--- src/rhkt_pkg.sv ---
// Shared constants, types and codes for the Robin Hood key table.
package rhkt_pkg;

  localparam int TABLE_SIZE    = 256;
  localparam int ADDR_W        = $clog2(TABLE_SIZE);
  localparam int MAX_KEY_BYTES = 16;
  localparam int LEN_W         = 5;
  localparam int DIST_W        = 8;
  localparam int CNT_W         = ADDR_W + 1;
  localparam int VAL_W         = 32;

  localparam logic [7:0] HASH_MUL = 8'h92;

  typedef enum logic [1:0] {
    S_IDLE,
    S_READ,
    S_EVAL
  } state_t;

  typedef enum logic {
    REQ_INSERT = 1'b0,
    REQ_LOOKUP = 1'b1
  } req_t;

  typedef enum logic [1:0] {
    ST_INSERTED = 2'd0,
    ST_FULL     = 2'd1,
    ST_HIT      = 2'd2,
    ST_MISS     = 2'd3
  } status_t;

  typedef struct packed {
    logic [63:0]        key_low;
    logic [63:0]        key_high;
    logic [LEN_W-1:0]   key_len;
    logic [VAL_W-1:0]   value;
    logic [DIST_W-1:0]  probe_dist;
  } slot_t;

endpackage

--- src/rhkt_key_hash.sv ---
// Key normalization and home slot hash.
module rhkt_key_hash (
  input  logic [63:0]                  key_low,
  input  logic [63:0]                  key_high,
  input  logic [rhkt_pkg::LEN_W-1:0]   key_len,
  input  logic [rhkt_pkg::ADDR_W-1:0]  mask,
  output logic [63:0]                  norm_low,
  output logic [63:0]                  norm_high,
  output logic [rhkt_pkg::LEN_W-1:0]   norm_len,
  output logic [rhkt_pkg::ADDR_W-1:0]  home_idx
);
  import rhkt_pkg::*;

  logic [127:0] full_key;
  logic [127:0] kept_key;
  logic [7:0]   prod;
  logic [7:0]   hash_lo;

  assign full_key = {key_high, key_low};
  // saturate long lengths
  assign norm_len = (key_len > LEN_W'(MAX_KEY_BYTES)) ? LEN_W'(MAX_KEY_BYTES) : key_len;

  // drop bytes at or beyond the length
  always_comb begin
    for (int j = 0; j < 16; j++) begin
      kept_key[j*8 +: 8] = (LEN_W'(j) < norm_len) ? full_key[j*8 +: 8] : 8'h00;
    end
  end

  assign norm_low  = kept_key[63:0];
  assign norm_high = kept_key[127:64];

  // only the low byte of the hash reaches the index
  assign prod     = kept_key[7:0] * HASH_MUL;
  assign hash_lo  = prod ^ kept_key[15:8];
  assign home_idx = hash_lo[ADDR_W-1:0] & mask;

endmodule

--- config.mk ---
export PLATFORM = sky130hd
export DESIGN_NAME = rhkt_key_hash
export DESIGN_NICKNAME = d
export VERILOG_FILES = /design/src/rhkt_pkg.sv /design/src/rhkt_key_hash.sv
export SDC_FILE = /design/constraint.sdc
export NUM_CORES = 1
export LEC_CHECK = 0
export BUFFER_PORTS_ARGS = -buffer_cell sky130_fd_sc_hd__buf_2
export CAP_MARGIN = 20
export CORE_AREA = 2 2 108 110
export DETAILED_ROUTE_END_ITERATION = 16
export DIE_AREA = 0 0 110 112
export PLACE_DENSITY = 0.57
export SLEW_MARGIN = 20
export SYNTH_ARGS = -nofsm -noshare
export SYNTH_HDL_FRONTEND = slang
export SYNTH_SLANG_ARGS = --single-unit
--- constraint.sdc ---
create_clock -name vclk -period 6
set_clock_uncertainty 0.05 [all_clocks]
set_input_delay 0.3 -clock vclk [all_inputs]
set_output_delay 0.3 -clock vclk [all_outputs]
set_load 0.01 [all_outputs]
==> metrics.csv <==
stage,metric,value,unit
global_route,maximum_number_of_pins_on_one_net_before_global_route_repair,28,
global_route,grt_antenna_before_repair,0,
worst_setup_path,required,5.65,ns
final_layout,finish.cell_count_without_fillers,610,
drt,via_count,2275,
timing,slew_headroom,54.8,%
power,power.density,80.8,mW/mm^2
logic_synthesis,synth.yosys.warnings,0,
timing,slew_violations,0,
worst_setup_path,critical_path_class,in -> out,
final_layout,final_layout_size_suffix_gt1_share,63.0,%
die,die-width,110,microns
final_layout,area.sequential,0,sq um
final_layout,clockBufferCount,0,
drt,antenna_violating_nets_post_route,0,
clock_network,holdBufCountCts,0,
power,p_seq_share,0,%
min_path,worst_hold_startpoint,mask[7],
drt,dr.first_iter.drc_count,43,
drt,drt-total-wl,7230,microns
global_route,globalRoute.totalOverflow,0,
power,p_leak,1.67,nW
worst_setup_path,critical_path_peak_fanout,27,
clock_network,cts.repair.resized,0,
power,vdd_drop_max,0.0000317,V
die,pin_count,282,
final_layout,antenna_cells,0,
min_path,timing.hold.worst_path_depth,3,
global_route,grt_pass1_vias,1923,
min_path,hold_class,in -> out,
logic_synthesis,yosys-top-cells-count,"95 x nor2b_1, 37 x and2_1, 7 x clkbuf_1, 7 x xnor2_1, 5 x a21oi_1",
logic_synthesis,yosysUniqueCellTypes,32,
worst_setup_path,cp-start-kind,primary input,
die,fp.dieArea,0.0123,sq mm
run,drv.max_cap_violation_count,0,
power,combinationalPowerShare,100.0,%
placement,post-place-cells,610,
placement,detailedPlacementHpwl,6480,microns
timing,maxClockFrequency,0.281,GHz
placement,gpl.final_weighted_congestion,0.816,
drt,via_density_per_instance,3.73,
worst_setup_path,worstPathArrival,3.21,ns
drt,post_drt_wl_per_cell,11.8,microns
die,fp.coreArea,0.0112,sq mm
drt,drtPass1Iterations,4,
final_layout,filler_cell_count,1266,
timing,finalSetupViolCount,0,
logic_synthesis,post_synthesis_cell_area,0.00129,sq mm
die,floorplan.initialDensity,11.6,%
timing,fin_worst_hold_slack,0.833,ns
drt,detail_route.drc_violations,0,
logic_synthesis,yosysMostFrequentCell,nor2b_1,
status,run_status,finished clean,
logic_synthesis,synth_fp_nets,338,
min_path,hold-path-endpoint,home_idx[7],
power,pwr-share-clk,0,%
die,floorplan.rows,39,
final_layout,areaGrowthSynthToFinish,120,%
global_route,global_route.usage.total,10.1,%
timing,setup-tns-final,0,ns
final_layout,flops_and_latches,0,
logic_synthesis,syn-instance-count,193,
logic_synthesis,post-synth-top-area-fraction,45.9,%
timing,min_period,3.56,ns
final_layout,layout.nets,614,
worst_setup_path,timing.critical_path.to_type,output port,
timing,grt_setup_unrepaired,false,
logic_synthesis,synthTopCellsByArea,"nor2b_1 46%, and2_1 18%, xnor2_1 4.7%",
power,p_switching,113,uW
timing,report.final.hold_viol_count,0,
clock_network,post_cts_repair_timing_setup_buffer_count,0,
power,swShare,49.0,%
placement,total_of_buffers_placed_on_input_and_output_ports,282,
die,die_h,112,microns
logic_synthesis,yosysSeqAreaShare,0,%
timing,transition_at_the_pin_with_the_smallest_max_transition_slack,0.676,ns
logic_synthesis,synth.largest_area_cell,nor2b_1,
global_route,global_route_wire_length_before_repair,9810,microns
power,internal_power,118,uW
logic_synthesis,synth.avg_cell_area,6.71,sq um
timing,timing.final.crit_share,59.3,%
## power by group through the flow
stage | Combinational (mW) | Sequential [mW] | Clock (mW)
4_1_cts | 0.235 | 0 | 0
3_3_place_gp | 0.235 | 0 | 0
3_5_place_dp | 0.234 | 0 | 0
5_1_grt | 0.256 | 0 | 0
6_report | 0.231 | 0 | 0
2_1_floorplan | 0.116 | 0 | 0
## layer usage
metal  routed length, microns  GRT usage [%]  up-vias
met4                       42          0.506        0
li1                         -              -     1162
met3                      671          0.878        2
met5                        0              0        -
met1                     2530           10.7      964
met2                     3980           21.5      147
## worst max-delay path, stage by stage
cell     delay (ns)
buf_2          0.25
nor3_1         0.37
nand2_1        0.32
and2_1         0.28
ha_1           0.30
ha_1           0.22
fa_1           0.38
xnor2_1        0.22
xnor2_1        0.16
xnor2_1        0.14
and2_1         0.13
buf_2          0.12
## kinds of logic (layout without fill, tap and decap cells)
group           count (synthesis)  count (layout)  share of synthesized area, %
simple gates                  154             154                          75.6
compound gates                 17              17                          9.95
buf+inv                        10             284                          3.57
xor+xnor                        8               8                          6.47
fa+ha+maj                       4               4                          4.44
## cell type report
type	instances	area, sq um	share of cell area, %
multi-input cells	183	1250	43.9
repair buffers	283	1420	49.7
inverters	1	3.75	0.131
well taps	143	179	6.27
## worst max path at each step
stage	from	endpoint	depth (start not counted)	slack (ns)
after global placement	key_len[4]	home_idx[7]	12	2.49
after floorplan	key_len[4]	home_idx[7]	12	2.96
after detailed placement	key_len[4]	home_idx[7]	12	2.43
after CTS	key_len[4]	home_idx[7]	12	2.42
after global routing	key_len[4]	home_idx[7]	12	2.18
final	key_len[4]	home_idx[7]	12	2.44
## through the flow
| step | total power [mW] | setup slack [ns] | utilization (%) | instance area, sq um |
|---|---|---|---|---|
| 2_1_floorplan | 0.116 | 2.96 | - | 1290 |
| 3_3_place_gp | 0.235 | 2.49 | 25.5 | 2850 |
| 3_5_place_dp | 0.234 | 2.43 | 25.5 | 2850 |
| 4_1_cts | 0.235 | 2.42 | 25.5 | 2850 |
| 5_1_grt | 0.256 | 2.18 | 25.6 | 2860 |
| 6_report | 0.231 | 2.44 | 25.6 | 2860 |
## cells in the final DEF (no fill, tap or decap), types with 3 or more instances in the layout
master	synthesis	final
nor2_1	3	3
buf_2	1	282
a21oi_1	5	5
nand2_1	3	3
nor2b_1	95	95
a21boi_2	3	3
xnor2_1	7	7
and2_4	3	3
and2_1	37	37
ha_1	3	3
Note: power is estimated with default switching activity, not from simulation.
